**src/srq_pkg.sv**
```systemverilog
// ----------------------------------------------------------------------------
// srq_pkg: shared types and constants for the sound request queue player
// Holds the operation and output kind codes, field widths, default parameter
// values, and the structs passed between the player and the request ring.
// ----------------------------------------------------------------------------
package srq_pkg;

	// Fixed field widths of the input and result words.
	localparam int OP_W      = 2;
	localparam int SID_W     = 4;
	localparam int ENTRY_W   = 24;
	localparam int SIL_W     = 8;
	localparam int KIND_W    = 2;

	// Default values for the top-level parameters.
	localparam int DEF_QUEUE_DEPTH = 16;
	localparam int DEF_SOUND_COUNT = 16;
	localparam int DEF_ADDR_WIDTH  = 24;

	// Operation carried by each input word.
	typedef enum logic [OP_W-1:0] {
		OP_PLAY  = 2'd0,
		OP_FETCH = 2'd1,
		OP_LOAD  = 2'd2
	} op_t;

	// What a result word carries.
	typedef enum logic [KIND_W-1:0] {
		KIND_NONE    = 2'd0,
		KIND_SAMPLE  = 2'd1,
		KIND_SILENCE = 2'd2
	} kind_t;

	// Requests from the player to the ring.
	typedef struct packed {
		logic push;
		logic pop;
	} ring_ctl_t;

	// Ring status seen by the player.
	typedef struct packed {
		logic             empty;
		logic             full;
		logic [SID_W-1:0] head_sound;
	} ring_stat_t;

endpackage

```
**src/srq_ring.sv**
```systemverilog
// ----------------------------------------------------------------------------
// srq_ring: circular queue of requested sound numbers
// One slot always stays free, so full means the tail sits just behind the
// head. The oldest entry is offered to the player at all times.
// ----------------------------------------------------------------------------
module srq_ring import srq_pkg::*; #(
	parameter int QUEUE_DEPTH = DEF_QUEUE_DEPTH
) (
	input  logic             clk,
	input  logic             arst_n,
	input  ring_ctl_t        ctl,
	input  logic [SID_W-1:0] push_sound,
	output ring_stat_t       stat
);

	localparam int QW = (QUEUE_DEPTH > 1) ? $clog2(QUEUE_DEPTH) : 1;
	localparam logic [QW-1:0] LAST_IDX = QW'(QUEUE_DEPTH - 1);

	logic [SID_W-1:0] slots_q [QUEUE_DEPTH];
	logic [QW-1:0]    head_q;
	logic [QW-1:0]    tail_q;
	logic [QW-1:0]    head_next;
	logic [QW-1:0]    tail_next;

	assign head_next = (head_q == LAST_IDX) ? '0 : head_q + QW'(1);
	assign tail_next = (tail_q == LAST_IDX) ? '0 : tail_q + QW'(1);

	always_ff @(posedge clk or negedge arst_n) begin
		if (!arst_n) begin
			head_q <= '0;
			tail_q <= '0;
		end else begin
			if (ctl.push) begin
				tail_q <= tail_next;
			end
			if (ctl.pop) begin
				head_q <= head_next;
			end
		end
	end

	always_ff @(posedge clk) begin
		if (ctl.push) begin
			slots_q[tail_q] <= push_sound;
		end
	end

	assign stat.empty      = (head_q == tail_q);
	assign stat.full       = (tail_next == head_q);
	assign stat.head_sound = slots_q[head_q];

endmodule

```
**src/srq_table.sv**
```systemverilog
// ----------------------------------------------------------------------------
// srq_table: per-sound base address and length table
// Loaded one entry per load word; read at the sound at the head of the ring.
// ----------------------------------------------------------------------------
module srq_table import srq_pkg::*; #(
	parameter int SOUND_COUNT = DEF_SOUND_COUNT,
	parameter int ADDR_WIDTH  = DEF_ADDR_WIDTH
) (
	input  logic                  clk,
	input  logic                  wr_en,
	input  logic [SID_W-1:0]      wr_sound,
	input  logic [ADDR_WIDTH-1:0] wr_base,
	input  logic [ADDR_WIDTH-1:0] wr_len,
	input  logic [SID_W-1:0]      rd_sound,
	output logic [ADDR_WIDTH-1:0] rd_base,
	output logic [ADDR_WIDTH-1:0] rd_len
);

	localparam int SW = (SOUND_COUNT > 1) ? $clog2(SOUND_COUNT) : 1;

	logic [ADDR_WIDTH-1:0] base_q [SOUND_COUNT];
	logic [ADDR_WIDTH-1:0] len_q  [SOUND_COUNT];
	logic [SW-1:0]         wr_idx;
	logic [SW-1:0]         rd_idx;

	// Callers only present sound numbers below the table size.
	assign wr_idx = SW'(wr_sound);
	assign rd_idx = SW'(rd_sound);

	always_ff @(posedge clk) begin
		if (wr_en) begin
			base_q[wr_idx] <= wr_base;
			len_q[wr_idx]  <= wr_len;
		end
	end

	assign rd_base = base_q[rd_idx];
	assign rd_len  = len_q[rd_idx];

endmodule

```
**src/srq_player.sv**
```systemverilog
// ----------------------------------------------------------------------------
// srq_player: request decode and active sound tracking
// Decodes the word leaving the input stage, drives the ring and the table,
// keeps the playing sound's base, length and position, and forms the result.
// ----------------------------------------------------------------------------
module srq_player import srq_pkg::*; #(
	parameter int SOUND_COUNT = DEF_SOUND_COUNT,
	parameter int ADDR_WIDTH  = DEF_ADDR_WIDTH
) (
	input  logic                  clk,
	input  logic                  arst_n,
	input  logic                  fire,
	input  logic [OP_W-1:0]       op,
	input  logic [SID_W-1:0]      sound_num,
	input  logic [SIL_W-1:0]      silence,
	input  ring_stat_t            ring_stat,
	input  logic [ADDR_WIDTH-1:0] tbl_base,
	input  logic [ADDR_WIDTH-1:0] tbl_len,
	output ring_ctl_t             ring_ctl,
	output logic                  tbl_wr_en,
	output logic                  res_accepted,
	output kind_t                 res_kind,
	output logic [ADDR_WIDTH-1:0] res_addr,
	output logic [SIL_W-1:0]      res_silence,
	output logic [SID_W-1:0]      res_sound
);

	logic                  active_q;
	logic [SID_W-1:0]      sound_q;
	logic [ADDR_WIDTH-1:0] base_q;
	logic [ADDR_WIDTH-1:0] len_q;
	logic [ADDR_WIDTH-1:0] pos_q;

	logic                  sid_ok;
	logic                  play_ok;
	logic                  take_active;
	logic [ADDR_WIDTH-1:0] cur_base;
	logic [ADDR_WIDTH-1:0] cur_len;
	logic [ADDR_WIDTH-1:0] cur_pos;
	logic [SID_W-1:0]      cur_sound;
	logic [ADDR_WIDTH-1:0] pos_next;
	logic                  sound_done;
	logic                  step;

	assign sid_ok  = ({{(32 - SID_W){1'b0}}, sound_num} < 32'(SOUND_COUNT));
	assign play_ok = sid_ok && !ring_stat.full;

	// A sound already running keeps going; otherwise the head request starts.
	assign take_active = active_q || !ring_stat.empty;
	assign cur_base    = active_q ? base_q  : tbl_base;
	assign cur_len     = active_q ? len_q   : tbl_len;
	assign cur_pos     = active_q ? pos_q   : '0;
	assign cur_sound   = active_q ? sound_q : ring_stat.head_sound;
	assign pos_next    = cur_pos + ADDR_WIDTH'(1);
	assign sound_done  = (pos_next >= cur_len) || (pos_next == '0);

	assign step          = fire && (op == OP_FETCH) && take_active;
	assign ring_ctl.push = fire && (op == OP_PLAY) && play_ok;
	assign ring_ctl.pop  = fire && (op == OP_FETCH) && !active_q && !ring_stat.empty;
	assign tbl_wr_en     = fire && (op == OP_LOAD) && sid_ok;

	always_ff @(posedge clk or negedge arst_n) begin
		if (!arst_n) begin
			active_q <= 1'b0;
			sound_q  <= '0;
			base_q   <= '0;
			len_q    <= '0;
			pos_q    <= '0;
		end else if (step) begin
			sound_q <= cur_sound;
			if (sound_done) begin
				active_q <= 1'b0;
				base_q   <= '0;
				len_q    <= '0;
				pos_q    <= '0;
			end else begin
				active_q <= 1'b1;
				base_q   <= cur_base;
				len_q    <= cur_len;
				pos_q    <= pos_next;
			end
		end
	end

	always_comb begin
		res_accepted = 1'b0;
		res_kind     = KIND_NONE;
		res_addr     = '0;
		res_silence  = '0;
		res_sound    = '0;
		case (op)
			OP_PLAY: begin
				res_accepted = play_ok;
			end
			OP_FETCH: begin
				res_accepted = 1'b1;
				if (take_active) begin
					res_kind  = KIND_SAMPLE;
					res_addr  = cur_base + cur_pos;
					res_sound = cur_sound;
				end else begin
					res_kind    = KIND_SILENCE;
					res_silence = silence;
				end
			end
			OP_LOAD: begin
				res_accepted = sid_ok;
			end
			default: begin
				res_accepted = 1'b0;
			end
		endcase
	end

endmodule

```
**src/sound_request_queue_player.sv**
```systemverilog
// ----------------------------------------------------------------------------
// sound_request_queue_player: queued sound requests feeding a sample player
// Queues play requests in a ring, looks up each sound's sample range in a
// table, and turns each fetch word into one sample address or silence byte.
// ----------------------------------------------------------------------------
// Usage:
// Input words arrive on the s_ stream. s_tuser carries the operation: play
// (queue a sound number), fetch (produce one output byte), or load (write a
// sound's base address and length into the table). Every input word yields
// exactly one result word on the m_ stream, in order.
// A fetch pops the oldest request when nothing is playing, then reports the
// address of the current sample byte and advances; the sound ends when its
// position reaches its length. With nothing queued, the fetch reports the
// silence byte set through the cfg_ write port.
// A word accepted on s_ is registered in the input stage, processed by one
// level of logic, and its result word is registered in the result stage and
// offered on m_. Throughput is one word per cycle while the receiver takes
// results, set by the single pass through the ring head, the table lookup and the address adder.
// When the receiver stalls, the result register holds and the input stage
// fills; s_tready drops only when both are occupied.
// Reset empties the queue, stops any playing sound and sets silence to 0.
// The sound table and ring slots are not cleared and need no clearing pass.
// ----------------------------------------------------------------------------
module sound_request_queue_player import srq_pkg::*; #(
	parameter int QUEUE_DEPTH = DEF_QUEUE_DEPTH,
	parameter int SOUND_COUNT = DEF_SOUND_COUNT,
	parameter int ADDR_WIDTH  = DEF_ADDR_WIDTH
) (
	input  logic                                       clk,
	input  logic                                       arst_n,
	// Silence byte register write port.
	input  logic                                       cfg_wr_en,
	input  logic [SIL_W-1:0]                           cfg_wr_data,
	// Input stream.
	input  logic                                       s_tvalid,
	output logic                                       s_tready,
	// s_tdata: sound number [3:0], entry_base [27:4], entry_length [51:28], zeros.
	input  logic [((SID_W + 2 * ENTRY_W + 7) / 8) * 8-1:0] s_tdata,
	// s_tuser: op [1:0].
	input  logic [OP_W-1:0]                            s_tuser,
	// Result stream.
	output logic                                       m_tvalid,
	input  logic                                       m_tready,
	// m_tdata: accepted, sample_address, silence_byte, playing_sound, zeros.
	output logic [((1 + ADDR_WIDTH + SIL_W + SID_W + 7) / 8) * 8-1:0] m_tdata,
	// m_tuser: output_kind [1:0].
	output logic [KIND_W-1:0]                          m_tuser
);

	localparam int OUT_USED_W = 1 + ADDR_WIDTH + SIL_W + SID_W;
	localparam int OUT_DATA_W = ((OUT_USED_W + 7) / 8) * 8;

	// Silence byte register.
	logic [SIL_W-1:0] silence_q;

	// Input stage.
	logic              valid_s1;
	logic [OP_W-1:0]   op_s1;
	logic [SID_W-1:0]  sid_s1;
	logic [ENTRY_W-1:0] base_s1;
	logic [ENTRY_W-1:0] len_s1;

	// Result stage.
	logic                  valid_s2;
	logic                  acc_s2;
	kind_t                 kind_s2;
	logic [ADDR_WIDTH-1:0] addr_s2;
	logic [SIL_W-1:0]      sil_s2;
	logic [SID_W-1:0]      snd_s2;

	logic ready_s2;
	logic adv_s1;

	ring_stat_t            ring_stat;
	ring_ctl_t             ring_ctl;
	logic                  tbl_wr_en;
	logic [ADDR_WIDTH-1:0] tbl_base;
	logic [ADDR_WIDTH-1:0] tbl_len;

	logic                  res_accepted;
	kind_t                 res_kind;
	logic [ADDR_WIDTH-1:0] res_addr;
	logic [SIL_W-1:0]      res_silence;
	logic [SID_W-1:0]      res_sound;

	// The result register frees up when it is empty or being drained; the
	// input stage moves forward whenever the result register can take it.
	assign ready_s2 = !valid_s2 || m_tready;
	assign adv_s1   = valid_s1 && ready_s2;
	assign s_tready = !valid_s1 || ready_s2;

	always_ff @(posedge clk or negedge arst_n) begin
		if (!arst_n) begin
			silence_q <= '0;
		end else if (cfg_wr_en) begin
			silence_q <= cfg_wr_data;
		end
	end

	always_ff @(posedge clk or negedge arst_n) begin
		if (!arst_n) begin
			valid_s1 <= 1'b0;
		end else if (s_tready) begin
			valid_s1 <= s_tvalid;
		end
	end

	always_ff @(posedge clk) begin
		if (s_tready && s_tvalid) begin
			op_s1   <= s_tuser;
			sid_s1  <= s_tdata[SID_W-1:0];
			base_s1 <= s_tdata[SID_W + ENTRY_W-1:SID_W];
			len_s1  <= s_tdata[SID_W + 2 * ENTRY_W-1:SID_W + ENTRY_W];
		end
	end

	srq_ring #(
		.QUEUE_DEPTH(QUEUE_DEPTH)
	) u_ring (
		.clk       (clk),
		.arst_n    (arst_n),
		.ctl       (ring_ctl),
		.push_sound(sid_s1),
		.stat      (ring_stat)
	);

	srq_table #(
		.SOUND_COUNT(SOUND_COUNT),
		.ADDR_WIDTH (ADDR_WIDTH)
	) u_table (
		.clk     (clk),
		.wr_en   (tbl_wr_en),
		.wr_sound(sid_s1),
		.wr_base (ADDR_WIDTH'(base_s1)),
		.wr_len  (ADDR_WIDTH'(len_s1)),
		.rd_sound(ring_stat.head_sound),
		.rd_base (tbl_base),
		.rd_len  (tbl_len)
	);

	srq_player #(
		.SOUND_COUNT(SOUND_COUNT),
		.ADDR_WIDTH (ADDR_WIDTH)
	) u_player (
		.clk         (clk),
		.arst_n      (arst_n),
		.fire        (adv_s1),
		.op          (op_s1),
		.sound_num   (sid_s1),
		.silence     (silence_q),
		.ring_stat   (ring_stat),
		.tbl_base    (tbl_base),
		.tbl_len     (tbl_len),
		.ring_ctl    (ring_ctl),
		.tbl_wr_en   (tbl_wr_en),
		.res_accepted(res_accepted),
		.res_kind    (res_kind),
		.res_addr    (res_addr),
		.res_silence (res_silence),
		.res_sound   (res_sound)
	);

	always_ff @(posedge clk or negedge arst_n) begin
		if (!arst_n) begin
			valid_s2 <= 1'b0;
		end else if (ready_s2) begin
			valid_s2 <= adv_s1;
		end
	end

	always_ff @(posedge clk) begin
		if (adv_s1) begin
			acc_s2  <= res_accepted;
			kind_s2 <= res_kind;
			addr_s2 <= res_addr;
			sil_s2  <= res_silence;
			snd_s2  <= res_sound;
		end
	end

	assign m_tvalid = valid_s2;
	assign m_tuser  = kind_s2;
	assign m_tdata  = {{(OUT_DATA_W - OUT_USED_W){1'b0}}, snd_s2, sil_s2, addr_s2, acc_s2};

`ifndef SYNTHESIS
	// A word waiting in the input stage stays put while the result is stalled.
	assert property (@(posedge clk) disable iff (!arst_n)
		(valid_s1 && !adv_s1) |=> (valid_s1 && $stable(op_s1) && $stable(sid_s1)))
		else $error("input stage word changed while stalled");

	// The ring is never pushed and popped by the same word.
	assert property (@(posedge clk) disable iff (!arst_n)
		!(ring_ctl.push && ring_ctl.pop))
		else $error("ring push and pop in one cycle");

	// A push never lands on a full ring.
	assert property (@(posedge clk) disable iff (!arst_n)
		ring_ctl.push |-> !ring_stat.full)
		else $error("push into full ring");

	// A pop never happens on an empty ring.
	assert property (@(posedge clk) disable iff (!arst_n)
		ring_ctl.pop |-> !ring_stat.empty)
		else $error("pop from empty ring");

	// Every sample or silence result belongs to an accepted fetch.
	assert property (@(posedge clk) disable iff (!arst_n)
		(valid_s2 && (kind_s2 == KIND_SAMPLE || kind_s2 == KIND_SILENCE)) |-> acc_s2)
		else $error("byte result without acceptance");
`endif

endmodule

```
**config.mk**
```make
export PLATFORM = sky130hd
export DESIGN_NAME = sound_request_queue_player
export DESIGN_NICKNAME = d
export VERILOG_FILES = /design/src/srq_pkg.sv /design/src/srq_ring.sv /design/src/srq_table.sv /design/src/srq_player.sv /design/src/sound_request_queue_player.sv
export SDC_FILE = /design/constraint.sdc
export NUM_CORES = 1
export LEC_CHECK = 0
export ABC_AREA = 1
export BUFFER_PORTS_ARGS = -buffer_cell sky130_fd_sc_hd__buf_2
export CORE_MARGIN = 2
export CORE_UTILIZATION = 60
export DETAILED_ROUTE_END_ITERATION = 16
export PLACE_DENSITY = 0.75
export SLEW_MARGIN = 20
export SYNTH_ARGS = -nofsm -noshare
export SYNTH_HDL_FRONTEND = slang
export SYNTH_SLANG_ARGS = --single-unit
```
**constraint.sdc**
```tcl
create_clock -name clk -period 5.23 [get_ports clk]
set_input_delay 0 -clock clk [delete_from_list [all_inputs] [get_ports clk]]
set_output_delay 0 -clock clk [all_outputs]
set_load 0.05 [all_outputs]
```
==> results.sh, run 1 <==
export IMPL_io_pins=115
export IMPL_nNetsFinal=3994
export IMPL_final_hold_violation_count=1
export IMPL_reg2reg_slack_ps=320
export IMPL_cts_tree="done"
export IMPL_synthArstFlopShare=0.0931
export IMPL_grt_start_max_net_pins=138
export IMPL_dieHeight_um=272
export IMPL_dieArea_um2=74000
export IMPL_setup_tns_ps=0
export IMPL_relSlewSlack=0.219
export IMPL_hold_worst_slack_ps=-2.76
export IMPL_tightestPinTransition_ps=1170
export IMPL_grt_pass1_wl_um=162000
export IMPL_areaGrowthSynthToFinish_pct=14.1
export IMPL_path_clk_slew_ps=60
export IMPL_gp_congestion=0.934
export IMPL_grt_antenna_before_repair=0
export IMPL_max_freq_mhz=204
export IMPL_period_minus_slack_ps=4910
export IMPL_grt_pass1_vias=28200
export IMPL_start_util=0.604
export IMPL_required_ps=5650
export IMPL_synth_seq_area_share=0.700
export IMPL_rows=98
export IMPL_clockBufferDepth=3
export IMPL_grt_use_met3=0.0418
export IMPL_synth_edf_count=925
export IMPL_cts_buffers=99
export IMPL_synth_area_leaders="edfxtp_1, nand2_1, nand3_1, dfrtp_1, o211ai_1"
export IMPL_cpPeakStageDelay_ps=450
export IMPL_syn_area_um2=43100
export IMPL_cp_common_cell="nand2_1"
export IMPL_timing_rr_start="u_ring.head_q[0]$_DFFE_PN0P_"
export IMPL_power_density_nw_per_um2=636
export IMPL_multiInputGateArea_um2=11200
export IMPL_yosysTopAreaCellShare=0.644
export IMPL_num_vias=29200
export IMPL_endpoint_kind="flip-flop"
export IMPL_synth_top_cell_by_area="edfxtp_1"
export IMPL_cts_root_buf="clkbuf_16"
export IMPL_vdd_drop_max_mv=0.606
export IMPL_status="complete, but fails checks"
export IMPL_violations="hold timing"
export IMPL_cts_htree_levels=3
export IMPL_ys_ff_latch=1020
export IMPL_coreArea_um2=71400
export IMPL_r2r_end="addr_s2[23]$_SDFFCE_PN0P_"
export IMPL_grt_util_all_layers=0.289
export IMPL_synthTopCellsByCount="edfxtp_1, nand2_1, nand3_1"
export IMPL_clock_sinks=1020
export IMPL_slew_violations=0
export IMPL_syn_instance_count=3685
export IMPL_busiest_layer="met2"
export IMPL_ys_warn_count=0
export IMPL_seqCellArea_um2=30200
export IMPL_die_w_um=272
export IMPL_synth_main_ff_cell="edfxtp_1"
export IMPL_grt_use_met2=0.459
export IMPL_vias_per_cell=5.96
export IMPL_hold_path_class="in2async"
export IMPL_overflow=0
export IMPL_maxCapViolations=0
export IMPL_fillers=4865
export IMPL_port_buffers=107
export IMPL_critPathSlowestCell="dfrtp_1"
export IMPL_leakage_nw=18.7
export IMPL_drtIter0Drc=3434
export IMPL_clock_latency_ps=680
export IMPL_setup_violations=0
export IMPL_wl_per_cell_um=21.7
export IMPL_period_share=0.939
export IMPL_wl_um=106000
export IMPL_avgSynthCellArea_um2=11.7
export IMPL_use_met1=0.412
export IMPL_place_hpwl_um=58800
export IMPL_final_antenna_net_count=0
export IMPL_diodes=0
export IMPL_drc=0
export IMPL_firstDrtPassIters=6
export IMPL_drive_gt1_frac=0.111
export IMPL_startpoint_type="flip-flop"
export IMPL_worst_ep_arrival_time_ps=5340
export IMPL_skew_ps=38.4
export IMPL_r2r_cells=29
export IMPL_worst_setup_path_type="reg2reg"
export IMPL_post_synth_top_count_cell="edfxtp_1"
export IMPL_crit_fanout=51
export IMPL_ys_types=49
how the worst max path moves through the flow:
stage / slack (ps) / start / cells after the start / endpoint
2_1_floorplan: 1470 / u_ring.head_q[0]$_DFFE_PN0P_ / 29 / addr_s2[23]$_SDFFCE_PN0P_
3_3_place_gp: 430 / u_ring.head_q[0]$_DFFE_PN0P_ / 29 / u_player.len_q[13]$_DFFE_PN0P_
3_5_place_dp: 340 / u_ring.head_q[0]$_DFFE_PN0P_ / 30 / u_player.len_q[1]$_DFFE_PN0P_
4_1_cts: 250 / u_ring.head_q[0]$_DFFE_PN0P_ / 30 / u_player.len_q[10]$_DFFE_PN0P_
5_1_grt: -3 / u_ring.head_q[0]$_DFFE_PN0P_ / 29 / addr_s2[23]$_SDFFCE_PN0P_
6_report: 320 / u_ring.head_q[0]$_DFFE_PN0P_ / 29 / addr_s2[23]$_SDFFCE_PN0P_
cells in the final DEF, fill, tap and decap left out, types with 3 or more instances in the layout:
cell type      count
conb_1             3
nand2_1          906
nor3_1            10
o21a_1             6
buf_4             60
nor4_1             4
a21o_1             3
clkbuf_1          19
nor2_4            18
ha_1              58
nand3b_1           7
a31oi_1            3
o211ai_1         178
o22ai_1            8
nor2_2             4
dfrtp_1           94
nand3_1          533
bufinv_16         15
clkinv_1          17
buf_6              3
nor2_1           172
or2_2             44
buf_12            23
a21oi_1           66
clkbuf_16        103
nand2_2            4
buf_2            106
clkinv_2          22
nand4_1           12
inv_1            203
dlygate4sd3_1     84
xor2_1            25
inv_2             10
o21ai_0          154
edfxtp_1         925
o21ai_1            4
power breakdown:
part / total, mW / internal (mW) / switching [mW]
combinational: 14.2 / 4.39 / 9.81
clock: 7.35 / 4.37 / 2.98
sequential: 9.74 / 9.38 / 0.353
total: 31.3 / 18.1 / 13.1
cell type report:
cell class	instances	area share
Sequential cell	1020	0.613
Tap cell	950	0.0242
Clock inverter	57	0.0140
Timing Repair Buffer	278	0.0482
Multi-Input combinational cell	2244	0.228
Clock buffer	124	0.0544
Inverter	221	0.0174
worst max-delay path, delay by kind of cell (launching register included):
kind | cells | cell delay, ps
flip-flops | 1 | 450
buffers and inverters | 5 | 1010
AND/OR/NAND/NOR | 18 | 1870
AO/OA/AOI/OAI | 5 | 920
adder cells (fa/ha/maj) | 1 | 330
layer usage:
layer / vias up / part of all wire
met1: 14100 / 0.41
met5: - / 0
met3: 217 / 0.095
met2: 1484 / 0.47
li1: 13400 / -
met4: 0 / 0.031
flip-flops by register name (all words and copies together) (netlist names), 24 cells and up:
register,count
u_table.len_q,384
u_player.len_q,24
len_s1,24
u_player.base_q,24
u_table.base_q,384
addr_s2,24
u_player.pos_q,24
u_ring.slots_q,64
base_s1,24
cells by family after synthesis:
kind of cell,after synthesis,synth area share
adder cells (fa/ha/maj),59,0.0173
AND/OR/NAND/NOR,1724,0.172
AO/OA/AOI/OAI,431,0.0619
XOR/XNOR,27,0.00549
flip-flops,1020,0.700
other,1,0.0000870
buffers and inverters,423,0.0435
timing repair:
| action | in CTS | in global routing |
|---|---|---|
| buffers inserted | 0 | 0 |
| hold endpoints to repair | 170 | 0 |
| endpoints found under the setup margin | 0 | 32 |
| hold buffers | 84 | 0 |
| resized for setup | 0 | 7 |
stage by stage:
stage / instance area, um^2 / setup slack (ps) / cells / power (mW) / utilization
after global routing: 49200 / -2.53 / 4894 / 33.0 / 0.689
after detailed placement: 44900 / 337 / 4628 / 23.7 / 0.629
after global placement: 44900 / 434 / 4627 / 23.4 / 0.629
after floorplan: 43100 / 1470 / 3687 / 19.4 / -
after CTS: 49100 / 247 / 4893 / 31.1 / 0.688
final: 49200 / 318 / 4894 / 31.3 / 0.689
(Power assumes the default switching activity.)
==> run 2, diff against run 1 <==
==> constraint.sdc (replaced) <==
create_clock -name clk -period 4.75 [get_ports clk]
set_input_delay 0 -clock clk [delete_from_list [all_inputs] [get_ports clk]]
set_output_delay 0 -clock clk [all_outputs]
set_load 0.05 [all_outputs]
==> run 2 against run 1 <==
Compared with the run above: the flow now finishes without violations; cell count rose by 0.94%; via count is 1.4% higher; critical path type unchanged; core utilization rose by 0.93 points; routed wire length rose by 3.4%; total power rose by 15%; count of clock-buffer cells in the layout increased by 1; largest cell class unchanged; highest routed layer unchanged; cell area is 1.4% higher; critical path depth down 4; sequential share of layout area decreased by 0.81 points.
==> results.sh, run 2 (same netlist as run 1, synthesis figures left out) <==
export IMPL_status="finished, final reports clean"
export IMPL_die_w_um=272
export IMPL_nNetsFinal=4036
export IMPL_seqCellArea_um2=30200
export IMPL_clock_latency_ps=680
export IMPL_worst_hold_path_num_cells=2
export IMPL_final_cell_mix="edfxtp_1, nand2_1, nand3_1"
export IMPL_required_ps=5170
export IMPL_vdd_drop_max_mv=0.482
export IMPL_leakage_nw=19.0
export IMPL_grt_pass1_wl_um=162000
export IMPL_num_vias=29600
export IMPL_skew_ps=43.4
export IMPL_place_hpwl_um=59400
export IMPL_cts_tree="done"
export IMPL_final_hold_violation_count=0
export IMPL_vias_per_cell=5.99
export IMPL_placed_cells=4649
export IMPL_crit_fanout=32
export IMPL_timing_rr_start="u_ring.head_q[0]$_DFFE_PN0P_"
export IMPL_worst_ep_arrival_time_ps=4980
export IMPL_cts_htree_levels=3
export IMPL_drc=0
export IMPL_rows=98
export IMPL_final_util=0.698
export IMPL_power_mw=35.9
export IMPL_max_freq_mhz=219
export IMPL_grt_pass1_vias=28300
export IMPL_min_from="s_tdata[8]"
export IMPL_wl_per_cell_um=22.2
export IMPL_r2r_cells=25
export IMPL_layout_commonest_cell="edfxtp_1"
export IMPL_power_density_nw_per_um2=720
export IMPL_slew_violations=0
export IMPL_top_regs="u_table.base_q (384), u_table.len_q (384), u_ring.slots_q (64)"
export IMPL_grt_antenna_before_repair=1
export IMPL_relSlewSlack=0.281
export IMPL_reg2reg_slack_ps=190
export IMPL_setup_violations=0
export IMPL_start_util=0.604
export IMPL_hold_path_endpoint="base_s1[4]$_DFFE_PP_"
export IMPL_hold_path_class="in2reg"
export IMPL_wl_um=110000
export IMPL_dieHeight_um=272
export IMPL_cts_buffers=100
export IMPL_dieArea_um2=74000
export IMPL_gp_congestion=0.931
export IMPL_startpoint_type="flip-flop"
export IMPL_areaGrowthSynthToFinish_pct=15.6
export IMPL_final_cells=4940
export IMPL_overflow=0
export IMPL_fillers=4837
export IMPL_coreArea_um2=71400
export IMPL_drive_gt1_frac=0.122
export IMPL_tightestPinTransition_ps=1080
export IMPL_drtIter0Drc=3697
export IMPL_io_pins=115
export IMPL_clockBufferDepth=3
export IMPL_maxCapViolations=0
export IMPL_worst_setup_path_type="reg2reg"
export IMPL_period_minus_slack_ps=4560
export IMPL_endpoint_kind="flip-flop"
export IMPL_clock_sinks=1020
export IMPL_port_buffers=107
export IMPL_multiInputGateArea_um2=11300
export IMPL_r2r_end="addr_s2[14]$_SDFFCE_PN0P_"
export IMPL_grt_start_max_net_pins=79
export IMPL_period_share=0.960
export IMPL_grt_util_all_layers=0.290
export IMPL_final_antenna_net_count=0
export IMPL_firstDrtPassIters=6
export IMPL_cts_root_buf="clkbuf_16"
export IMPL_path_clk_slew_ps=70
[run 2: cell count changes in the layout (fill, tap and decap cells not counted), moves of 6 or more]
| cell | delta |
|---|---|
| buf_16 | +8 |
| clkinv_2 | -8 |
| nand3_1 | -10 |
| clkinv_1 | +7 |
| clkbuf_16 | +6 |
| nand3_2 | +10 |
| buf_4 | +21 |
[run 2: stage by stage]
step / setup slack, ps / hold WS [ps] / TNS, ps / instance area [um^2]
floorplan: 991 / -296 / 0 / 43100
global placement: 264 / 141 / 0 / 45200
detailed placement: 164 / 138 / 0 / 45200
CTS: 108 / 1.01 / 0 / 49400
global route: -46.4 / 23.2 / -59.1 / 49800
finish: 192 / 34.6 / 0 / 49800
[run 2: per-layer routing]
layer,part of all wire,GRT usage,vias to the layer above
met5,0,0,-
met2,0.48,0.470,1603
met3,0.10,0.0470,251
met1,0.39,0.398,14300
met4,0.030,0.111,0
li1,-,-,13500
[run 2: power by group]
group          internal [mW]  leakage (nW)  switching, mW
clock network           4.62          1.60           3.39
logic                   5.74          7.75           11.4
registers               10.3          9.60          0.391
[run 2: how the worst max path moves through the flow]
stage	startpoint	endpoint	slack, ps	cells past startpoint
2_1_floorplan	u_ring.head_q[0]$_DFFE_PN0P_	addr_s2[23]$_SDFFCE_PN0P_	990	29
3_3_place_gp	u_ring.head_q[0]$_DFFE_PN0P_	addr_s2[21]$_SDFFCE_PN0P_	260	28
3_5_place_dp	u_ring.head_q[0]$_DFFE_PN0P_	addr_s2[21]$_SDFFCE_PN0P_	160	26
4_1_cts	u_ring.head_q[0]$_DFFE_PN0P_	u_player.len_q[6]$_DFFE_PN0P_	110	27
5_1_grt	u_ring.head_q[0]$_DFFE_PN0P_	addr_s2[18]$_SDFFCE_PN0P_	-50	25
6_report	u_ring.head_q[0]$_DFFE_PN0P_	addr_s2[14]$_SDFFCE_PN0P_	190	25
[run 2: cell type report]
type | count | area share
multi-input cells | 2244 | 0.227
flip-flops and latches | 1020 | 0.605
clock buffers | 125 | 0.0532
clock inverters | 60 | 0.0134
well taps | 950 | 0.0239
repair inverters | 1 | 0.000126
inverters | 221 | 0.0176
diodes | 1 | 0.0000502
repair buffers | 318 | 0.0600
[run 2: timing repair]
item	CTS	global route
resized for setup	0	47
endpoints found under the hold margin	121	0
setup endpoints to repair	0	83
hold buffers	85	0
buffers inserted	0	12
[run 2: worst max-delay path, stage by stage, from the launching register on]
cell,delay [ps]
dfrtp_2,450
buf_12,180
nand2_1,90
nand3_1,100
nand3_1,180
nand3_4,140
nand2_8,170
clkinv_8,150
buf_6,200
nand2_1,70
nand3_1,60
nand3_1,100
nand3_1,100
nand3_1,150
nand2_1,160
ha_1,270
fa_1,450
nand2_1,70
inv_1,50
o21ai_0,190
nand2_2,160
a21oi_2,190
o21ai_0,150
a21oi_1,230
buf_4,140
a21oi_1,60
